===== config.mk =====
export PLATFORM = sky130hd
export DESIGN_NAME = axis_priority_waypoint_guidance_unit
export DESIGN_NICKNAME = d
export VERILOG_FILES = /design/src/rtl/apwg_pkg.sv /design/src/rtl/apwg_ctrl.sv /design/src/rtl/apwg_datapath.sv /design/src/rtl/axis_priority_waypoint_guidance_unit.sv
export SDC_FILE = /design/constraint.sdc
export NUM_CORES = 2
export LEC_CHECK = 0
export ABC_CLOCK_PERIOD_IN_PS = 20100
export BUFFER_PORTS_ARGS = -buffer_cell sky130_fd_sc_hd__buf_4
export CAP_MARGIN = 20
export CORE_UTILIZATION = 55
export DETAILED_ROUTE_END_ITERATION = 10
export PLACE_DENSITY = 0.7
export SLEW_MARGIN = 0
export SYNTH_ARGS = -nofsm -noshare
export SYNTH_HDL_FRONTEND = slang
export SYNTH_SLANG_ARGS = --single-unit

===== constraint.sdc =====
create_clock -name clk_i -period 20.1 [get_ports clk_i]
set_input_delay 4.02 -clock clk_i [delete_from_list [all_inputs] [get_ports clk_i]]
set_output_delay 4.02 -clock clk_i [all_outputs]
set_load 0.1 [all_outputs]

===== src/rtl/apwg_pkg.sv =====
// ----------------------------------------------------------------------------
// apwg_pkg
// shared types, constants and the cordic arctangent table
// ----------------------------------------------------------------------------
package apwg_pkg;

  localparam int CoordWidth  = 16;
  localparam int CordicSteps = 16;
  localparam int IterWidth   = $clog2(CordicSteps + 1);
  // cordic vector width: coordinate difference scaled by 2^20 plus growth
  localparam int VecWidth    = CoordWidth + 1 + 20 + 2;
  localparam int AngWidth    = 26;
  localparam int HeadWidth   = 13;
  localparam int HeadLimit   = 2880;

  localparam logic [1:0] CmdNone = 2'd0;
  localparam logic [1:0] CmdMove = 2'd1;
  localparam logic [1:0] CmdStop = 2'd2;

  localparam logic [2:0] RegTargetX = 3'd0;
  localparam logic [2:0] RegTargetY = 3'd1;
  localparam logic [2:0] RegStartX  = 3'd2;
  localparam logic [2:0] RegStartY  = 3'd3;
  localparam logic [2:0] RegSpeed   = 3'd4;

  typedef enum logic [1:0] {
    StIdle,
    StCordic,
    StOut
  } state_e;

  // controller to datapath
  typedef struct packed {
    logic load;     // capture item and decide
    logic step;     // one cordic iteration
    logic finish;   // round heading into result
  } cmd_t;

  // datapath to controller
  typedef struct packed {
    logic need_cordic;
  } status_t;

  function automatic logic signed [AngWidth-1:0] atan_entry(input logic [4:0] i);
    logic signed [AngWidth-1:0] r;
    case (i)
      5'd0:  r = 26'sd2949120;
      5'd1:  r = 26'sd1740967;
      5'd2:  r = 26'sd919879;
      5'd3:  r = 26'sd466945;
      5'd4:  r = 26'sd234378;
      5'd5:  r = 26'sd117303;
      5'd6:  r = 26'sd58666;
      5'd7:  r = 26'sd29335;
      5'd8:  r = 26'sd14668;
      5'd9:  r = 26'sd7334;
      5'd10: r = 26'sd3667;
      5'd11: r = 26'sd1833;
      5'd12: r = 26'sd917;
      5'd13: r = 26'sd458;
      5'd14: r = 26'sd229;
      5'd15: r = 26'sd115;
      5'd16: r = 26'sd57;
      5'd17: r = 26'sd29;
      5'd18: r = 26'sd14;
      5'd19: r = 26'sd7;
      5'd20: r = 26'sd4;
      5'd21: r = 26'sd2;
      5'd22: r = 26'sd1;
      default: r = '0;
    endcase
    return r;
  endfunction

endpackage


===== src/rtl/apwg_ctrl.sv =====
// ----------------------------------------------------------------------------
// apwg_ctrl
// sequencer for one request: decide, iterate cordic, present result
// ----------------------------------------------------------------------------
module apwg_ctrl (
  input  logic             clk_i,
  input  logic             rst_ni,
  input  logic             in_valid_i,
  output logic             in_ready_o,
  output logic             out_valid_o,
  input  logic             out_ready_i,
  input  apwg_pkg::status_t status_i,
  output apwg_pkg::cmd_t   cmd_o
);
  import apwg_pkg::*;

  state_e state_q, state_d;
  logic [IterWidth-1:0] iter_q, iter_d;

  // state register
  always_ff @(posedge clk_i or negedge rst_ni) begin
    if (!rst_ni) begin
      state_q <= StIdle;
      iter_q  <= '0;
    end else begin
      state_q <= state_d;
      iter_q  <= iter_d;
    end
  end

  // next state and commands
  always_comb begin
    state_d     = state_q;
    iter_d      = iter_q;
    cmd_o       = '0;
    in_ready_o  = 1'b0;
    out_valid_o = 1'b0;
    case (state_q)
      StIdle: begin
        in_ready_o = 1'b1;
        if (in_valid_i) begin
          cmd_o.load = 1'b1;
          iter_d     = '0;
          state_d    = StCordic;
        end
      end
      StCordic: begin
        if (!status_i.need_cordic) begin
          state_d = StOut;
        end else if (iter_q == IterWidth'(CordicSteps)) begin
          cmd_o.finish = 1'b1;
          state_d      = StOut;
        end else begin
          cmd_o.step = 1'b1;
          iter_d     = iter_q + 1'b1;
        end
      end
      StOut: begin
        out_valid_o = 1'b1;
        if (out_ready_i) state_d = StIdle;
      end
      default: state_d = StIdle;
    endcase
  end

  assert property (@(posedge clk_i) disable iff (!rst_ni)
    cmd_o.step |-> iter_q < IterWidth'(CordicSteps))
    else $error("cordic step past last iteration");
  assert property (@(posedge clk_i) disable iff (!rst_ni)
    (out_valid_o && !out_ready_i) |=> out_valid_o)
    else $error("result dropped while stalled");
  assert property (@(posedge clk_i) disable iff (!rst_ni)
    !(in_ready_o && out_valid_o))
    else $error("accepting while result pending");

endmodule


===== src/rtl/apwg_datapath.sv =====
// ----------------------------------------------------------------------------
// apwg_datapath
// guidance state, distance compares and shared cordic unit
// ----------------------------------------------------------------------------
module apwg_datapath (
  input  logic                            clk_i,
  input  logic                            rst_ni,
  input  apwg_pkg::cmd_t                  cmd_i,
  output apwg_pkg::status_t               status_o,
  input  logic                            cfg_we_i,
  input  logic [2:0]                      cfg_idx_i,
  input  logic [15:0]                     cfg_data_i,
  input  logic                            operation_i,
  input  logic signed [apwg_pkg::CoordWidth-1:0] pos_x_i,
  input  logic signed [apwg_pkg::CoordWidth-1:0] pos_y_i,
  input  logic signed [apwg_pkg::CoordWidth-1:0] detour_x_i,
  input  logic signed [apwg_pkg::CoordWidth-1:0] detour_y_i,
  output logic [1:0]                      command_o,
  output logic [15:0]                     speed_o,
  output logic signed [apwg_pkg::HeadWidth-1:0] heading_o,
  output logic                            task_done_o,
  output logic                            avoiding_o
);
  import apwg_pkg::*;

  localparam int DW = CoordWidth + 1;

  logic signed [CoordWidth-1:0] tgt_x_q, tgt_y_q, org_x_q, org_y_q, det_x_q, det_y_q;
  logic [15:0] speed_cfg_q;
  logic avoid_q, prefer_x_q, x_arr_q, y_arr_q, fin_q;
  logic [1:0] cmd_q;
  logic signed [HeadWidth-1:0] head_q;
  logic need_q;
  logic signed [VecWidth-1:0] cx_q, cy_q;
  logic signed [AngWidth-1:0] cz_q;
  logic [4:0] it_q;

  // distance compare with saturation at 64
  function automatic logic near(input logic signed [DW-1:0] dx,
                                input logic signed [DW-1:0] dy,
                                input logic [12:0] lim);
    logic [DW-1:0] ax, ay;
    logic [6:0] sx, sy;
    logic [13:0] s;
    ax = dx[DW-1] ? -dx : dx;
    ay = dy[DW-1] ? -dy : dy;
    sx = (ax > DW'(64)) ? 7'd64 : ax[6:0];
    sy = (ay > DW'(64)) ? 7'd64 : ay[6:0];
    s  = 14'(sx * sx) + 14'(sy * sy);
    return s < 14'(lim);
  endfunction

  // differences for each case
  logic signed [DW-1:0] px, py, tdx, tdy, ddx, ddy, oxd, oyd;
  assign px  = DW'(pos_x_i);
  assign py  = DW'(pos_y_i);
  assign tdx = DW'(tgt_x_q) - px;
  assign tdy = DW'(tgt_y_q) - py;
  assign ddx = DW'(det_x_q) - px;
  assign ddy = DW'(det_y_q) - py;
  assign oxd = DW'(org_x_q) - px;
  assign oyd = DW'(org_y_q) - py;

  logic t_near, t_close, d_near, xl_near, yl_near;
  assign t_near  = near(tdx, tdy, 13'd100);
  assign t_close = near(tdx, tdy, 13'd2500);
  assign d_near  = near(ddx, ddy, 13'd100);
  assign xl_near = near(tdx, oyd, 13'd100);
  assign yl_near = near(oxd, tdy, 13'd100);

  // vector selection
  logic signed [DW-1:0] vx, vy;
  always_comb begin
    vx = tdx;
    vy = tdy;
    if (avoid_q) begin
      vx = ddx; vy = ddy;
    end else if (!t_close && prefer_x_q) begin
      vy = oyd;
    end else if (!t_close) begin
      vx = oxd;
    end
  end

  // zero vector keeps heading zero and skips the cordic
  logic vzero;
  assign vzero = (vx == '0) && (vy == '0);

  // cordic iteration
  logic signed [VecWidth-1:0] sx_w, sy_w;
  assign sx_w = cx_q >>> it_q;
  assign sy_w = cy_q >>> it_q;

  // rounded heading
  logic [AngWidth-1:0] zabs;
  logic [AngWidth-1:0] hmag;
  assign zabs = cz_q[AngWidth-1] ? AngWidth'(-cz_q) : AngWidth'(cz_q);
  assign hmag = (zabs + AngWidth'(2048)) >> 12;

  always_ff @(posedge clk_i or negedge rst_ni) begin
    if (!rst_ni) begin
      tgt_x_q <= '0; tgt_y_q <= '0; org_x_q <= '0; org_y_q <= '0;
      det_x_q <= '0; det_y_q <= '0; speed_cfg_q <= '0;
      avoid_q <= 1'b0; prefer_x_q <= 1'b0; x_arr_q <= 1'b0;
      y_arr_q <= 1'b0; fin_q <= 1'b0; need_q <= 1'b0;
      cmd_q <= CmdNone; head_q <= '0;
    end else begin
      // configuration writes
      if (cfg_we_i) begin
        case (cfg_idx_i)
          RegTargetX: tgt_x_q <= cfg_data_i;
          RegTargetY: tgt_y_q <= cfg_data_i;
          RegStartX:  org_x_q <= cfg_data_i;
          RegStartY:  org_y_q <= cfg_data_i;
          RegSpeed:   speed_cfg_q <= cfg_data_i;
          default: ;
        endcase
      end
      // per-request decision
      if (cmd_i.load) begin
        cmd_q  <= CmdNone;
        head_q <= '0;
        need_q <= 1'b0;
        if (!fin_q) begin
          if (operation_i) begin
            det_x_q <= detour_x_i;
            det_y_q <= detour_y_i;
            avoid_q <= 1'b1;
          end else if (avoid_q) begin
            if (d_near) begin
              org_x_q <= pos_x_i; org_y_q <= pos_y_i;
              x_arr_q <= 1'b0; y_arr_q <= 1'b0; avoid_q <= 1'b0;
            end else begin
              cmd_q <= CmdMove; need_q <= !vzero;
            end
          end else if (t_near) begin
            cmd_q <= CmdStop; fin_q <= 1'b1;
          end else if (t_close) begin
            cmd_q <= CmdMove; need_q <= !vzero;
          end else if (prefer_x_q) begin
            cmd_q <= CmdMove; need_q <= !vzero;
            if (xl_near) begin
              org_x_q <= pos_x_i; x_arr_q <= 1'b1;
              if (!y_arr_q) prefer_x_q <= 1'b0;
              else fin_q <= 1'b1;
            end
          end else begin
            cmd_q <= CmdMove; need_q <= !vzero;
            if (yl_near) begin
              org_y_q <= pos_y_i; y_arr_q <= 1'b1;
              if (!x_arr_q) prefer_x_q <= 1'b1;
              else fin_q <= 1'b1;
            end
          end
        end
      end
      if (cmd_i.finish) begin
        if (hmag > AngWidth'(HeadLimit)) head_q <= cz_q[AngWidth-1] ?
            -HeadWidth'(HeadLimit) : HeadWidth'(HeadLimit);
        else head_q <= cz_q[AngWidth-1] ? -HeadWidth'(hmag) : HeadWidth'(hmag);
      end
    end
  end

  // cordic registers (payload, no reset)
  always_ff @(posedge clk_i) begin
    if (cmd_i.load) begin
      it_q <= '0;
      if (vzero) begin
        cx_q <= '0; cy_q <= '0; cz_q <= '0;
      end else if (vx[DW-1]) begin
        if (!vy[DW-1]) begin
          cx_q <= VecWidth'(vy) <<< 20; cy_q <= -(VecWidth'(vx) <<< 20);
          cz_q <= AngWidth'(90 * 65536);
        end else begin
          cx_q <= -(VecWidth'(vy) <<< 20); cy_q <= VecWidth'(vx) <<< 20;
          cz_q <= -AngWidth'(90 * 65536);
        end
      end else begin
        cx_q <= VecWidth'(vx) <<< 20; cy_q <= VecWidth'(vy) <<< 20; cz_q <= '0;
      end
    end else if (cmd_i.step) begin
      it_q <= it_q + 1'b1;
      if (!cy_q[VecWidth-1]) begin
        cx_q <= cx_q + sy_w; cy_q <= cy_q - sx_w; cz_q <= cz_q + atan_entry(it_q);
      end else begin
        cx_q <= cx_q - sy_w; cy_q <= cy_q + sx_w; cz_q <= cz_q - atan_entry(it_q);
      end
    end
  end

  assign status_o.need_cordic = need_q;
  assign command_o   = cmd_q;
  assign speed_o     = (cmd_q == CmdMove) ? speed_cfg_q : 16'd0;
  assign heading_o   = head_q;
  assign task_done_o = fin_q;
  assign avoiding_o  = avoid_q;

  assert property (@(posedge clk_i) disable iff (!rst_ni)
    cmd_i.load && fin_q |=> cmd_q == CmdNone)
    else $error("command issued after finish");
  assert property (@(posedge clk_i) disable iff (!rst_ni)
    need_q |-> cmd_q == CmdMove)
    else $error("cordic without move");
  assert property (@(posedge clk_i) disable iff (!rst_ni)
    cmd_q == CmdStop |-> fin_q)
    else $error("stop without finish");

endmodule


===== src/rtl/axis_priority_waypoint_guidance_unit.sv =====
// a request is decided when it is accepted; an item with no heading is then presented,
// one with a heading first runs the cordic iterations and the rounding
// a request is taken only after the previous result is delivered
// reset clears the guidance state, configuration registers and origin, but not the cordic registers, to zero
// ----------------------------------------------------------------------------
// axis_priority_waypoint_guidance_unit
// waypoint guidance with axis priority, detour mode and cordic heading
// ----------------------------------------------------------------------------
module axis_priority_waypoint_guidance_unit (
  input  logic        clk_i,
  input  logic        rst_ni,
  input  logic        s_axis_tvalid,
  output logic        s_axis_tready,
  input  logic [63:0] s_axis_tdata,   // pos_x, pos_y, detour_x, detour_y
  input  logic        s_axis_tuser,   // operation
  output logic        m_axis_tvalid,
  input  logic        m_axis_tready,
  output logic [39:0] m_axis_tdata,   // command, speed, heading, task_done, avoiding
  input  logic        cfg_valid_i,
  output logic        cfg_ready_o,
  input  logic [2:0]  cfg_index_i,
  input  logic [15:0] cfg_data_i
);
  import apwg_pkg::*;

  cmd_t    cmd;
  status_t status;
  logic [1:0] command;
  logic [15:0] speed;
  logic signed [HeadWidth-1:0] heading;
  logic done, avoiding;

  assign cfg_ready_o = 1'b1;

  apwg_ctrl u_ctrl (
    .clk_i, .rst_ni,
    .in_valid_i(s_axis_tvalid), .in_ready_o(s_axis_tready),
    .out_valid_o(m_axis_tvalid), .out_ready_i(m_axis_tready),
    .status_i(status), .cmd_o(cmd)
  );

  apwg_datapath u_dp (
    .clk_i, .rst_ni, .cmd_i(cmd), .status_o(status),
    .cfg_we_i(cfg_valid_i), .cfg_idx_i(cfg_index_i), .cfg_data_i(cfg_data_i),
    .operation_i(s_axis_tuser),
    .pos_x_i(s_axis_tdata[15:0]), .pos_y_i(s_axis_tdata[31:16]),
    .detour_x_i(s_axis_tdata[47:32]), .detour_y_i(s_axis_tdata[63:48]),
    .command_o(command), .speed_o(speed), .heading_o(heading),
    .task_done_o(done), .avoiding_o(avoiding)
  );

  assign m_axis_tdata = {7'd0, avoiding, done, heading, speed, command};

endmodule


==> flow_summary_export.csv <==
group,metric,value,unit
status,status,"finished, final reports clean",
detailed_routing,drcViolationCount,0,
grt,first_global_vias,35042,
sta,clock.fmax,59.2,MHz
placement,gp_congestion,1.02,
synth,ys.flop_type,"dfrtp_1",
sta,finalMaxSlewViolations,0,
floorplanning,core_area,71700,um^2
worst_setup_path,worstPathMaxFanout,14,
sta,finalSetupViolCount,0,
synth,synthArstFlopShare,51.7,%
sta,rsz0062_at_grt,"false",
grt,grt_pass1_wl,194,mm
clock_tree,postCtsHoldBufs,0,
synth,synth_area,40000,um^2
clock_tree,insertion_delay,600,ps
clock_tree,ctsHtreeMaxLevel,2,
detailed_routing,first_pass_iters,8,
sta,fin_crit,16900,ps
sta,post-route-period-util,84.1,%
synth,synth_cells,4954,
clock_tree,cts.repair.resized,0,
grt,overflow,0,
clock_tree,cts_sinks,271,
sta,hold_viol_final,0,
clock_tree,cts_buffers,38,
detailed_routing,routed_wl,123,mm
worst_setup_path,cp.required,20430,ps
detailed_routing,drtIter0Drc,3259,
floorplanning,start_util,55.8,%
detailed_routing,routed_via_density,6.17,
detailed_routing,routedWlPerCell,20.6,um
placement,portBuffers,123,
grt,antenna_found_initial,0,
placement,hpwl,98.4,mm
worst_setup_path,max_stage_delay,650,ps
synth,yosysSeqAreaShare,17.9,%
synth,synth_edf_count,104,
final_layout,nets,5612,
detailed_routing,via_count,36985,
floorplanning,ios,132,
floorplanning,die_h,272,um
final_layout,fill_cells,6624,
sta,fin_tns_setup,0,ps
final_layout,fin_util,60.5,%
worst_setup_path,cp_top_family,"compound AO/OA/AOI/OAI gates",
grt,grt_max_degree,84,
worst_setup_path,cp-end-kind,"flop",
sta,fin_skew,44.4,ps
worst_setup_path,worst-path-buf-inv,2,
flow_run,cap_violations,0,
final_layout,layout_commonest_cell,"nor2_1",
clock_tree,clockBufferDepth,3,
synth,yosys.cell_types.count,114,
worst_setup_path,crit_path_start_kind,"input pin",
sta,tightest_slew,1180,ps
clock_tree,post_cts_buffers,0,
final_layout,antenna_cells,0,
clock_tree,clk_transition_reported_paths,60,ps
detailed_routing,postRouteAntennaNets,0,
clock_tree,cts_tree,"yes",
grt,grt_usage,33.0,%
sta,slew_headroom,20.9,%
synth,syn_area_per_cell,8.08,um^2
synth,yosys_warnings,0,
floorplanning,die_area,73900,um^2
final_layout,layout-drive-gt1-share,10.2,%
worst_setup_path,slowest_stage,"a221oi_1",
worst_setup_path,critPathKind,"in2reg",
final_layout,area_growth,8.29,%
clock_tree,cts-root-buf,"clkbuf_16",
floorplanning,rows,98,
worst_setup_path,cp.arrival,17230,ps
final_layout,layout_common_cells,"nor2_1 (509), inv_1 (410), a21oi_1 (383)",
floorplanning,die_w,272,um
worst_hold_path,hold_class,"reg2reg",
synth,ys_ff_latch,271,
[cells by family (layout without fill, tap and decap cells)]
family	after synthesis	in the layout	synth area share [%]
AOI/OAI and AO/OA	1252	1252	19.9
muxes	289	289	9.36
buffers and inverters	621	665	6.01
and+or+nand+nor	1617	1617	19.7
other	2	50	0.0188
adders and majority gates	508	508	18.5
xor gates and xnor gates	394	394	8.68
DFF	271	271	17.9
[metal layers]
layer  routed length, um  part of all wire [%]  global-route usage, %  vias to the layer above
li1                    -                     -                      -                    17759
met1               52300                    42                   43.0                    17555
met2               55800                    45                   53.4                     1371
met3                7640                   6.2                   3.62                      300
met4                7530                   6.1                   18.1                        0
met5                   0                     0                      0                        -
[worst paths after layout]
check                                                   start  cells after the start                       endpoint  slack [ps]
worst max-delay path                         s_axis_tdata[16]                     46        u_dp.cy_q[23]$_DFFE_PP_        3200
max in group asynchronous                              rst_ni                      3    u_dp.avoiding_o$_DFFE_PN0P_       14970
worst min-delay path            u_dp.heading_o[2]$_DFFE_PN0P_                      2  u_dp.heading_o[2]$_DFFE_PN0P_         480
worst min register to register  u_dp.heading_o[2]$_DFFE_PN0P_                      2  u_dp.heading_o[2]$_DFFE_PN0P_         480
worst max register to register    u_dp.tgt_y_q[0]$_DFFE_PN0P_                     46        u_dp.cy_q[23]$_DFFE_PP_        6420
min in group asynchronous                              rst_ni                      1    u_dp.det_x_q[8]$_DFFE_PN0P_        3440
[flip-flops by register name, indices dropped and copies added (netlist names), 13 cells and up, named ones only]
name              flops
u_dp.cx_q            39
u_dp.tgt_x_q         16
u_dp.heading_o       13
u_dp.speed_cfg_q     16
u_dp.org_y_q         16
u_dp.tgt_y_q         16
u_dp.org_x_q         16
u_dp.det_x_q         16
u_dp.det_y_q         16
u_dp.cz_q            26
u_dp.cy_q            39
[worst min-delay path: stages, from the launching register on]
cell	delay, ps
dfrtp_1	340
nand2_1	40
o21ai_0	60
[synth_stat cells (55+ instances only)]
cell type	count	area (um^2)
a21o_1	80	601
a21oi_1	383	1920
a31oi_1	55	344
and2_1	88	551
and3_1	64	400
clkbuf_1	154	578
dfrtp_1	140	3500
edfxtp_1	104	3120
fa_1	139	2780
ha_1	368	4600
inv_1	411	1540
mux2_2	107	1200
mux2i_1	122	1220
mux4_2	57	1280
nand2_1	374	1400
nand2b_1	55	344
nand3_1	83	415
nor2_1	509	1910
nor3_1	137	686
o21ai_0	299	1500
or3_1	55	344
xnor2_1	251	2200
xor2_1	141	1230
[area by class of cell]
cell class / count / area, um^2 / share of cell area, %
multi-input cells: 4110 / 30700 / 70.8
flip-flops and latches: 271 / 7180 / 16.6
inverters: 413 / 1550 / 3.58
repair buffers: 182 / 1370 / 3.15
well taps: 950 / 1190 / 2.74
clock buffers: 48 / 1070 / 2.47
clock inverters: 22 / 294 / 0.678
[metrics by stage]
step                      setup slack, ps  hold WS [ps]  cell area (um^2)  instances
after floorplan                      4560           472             40200       5002
after detailed placement             2800           471             42000       5924
after global placement               3190           461             42000       5924
final                                3200           478             43400       5996
after CTS                            3450           484             43400       5994
after global routing                 2640           505             43400       5996
Power is left out: the tool's default activity adds up to more than one toggle a clock period on the data nets, which glitch-free logic cannot reach.
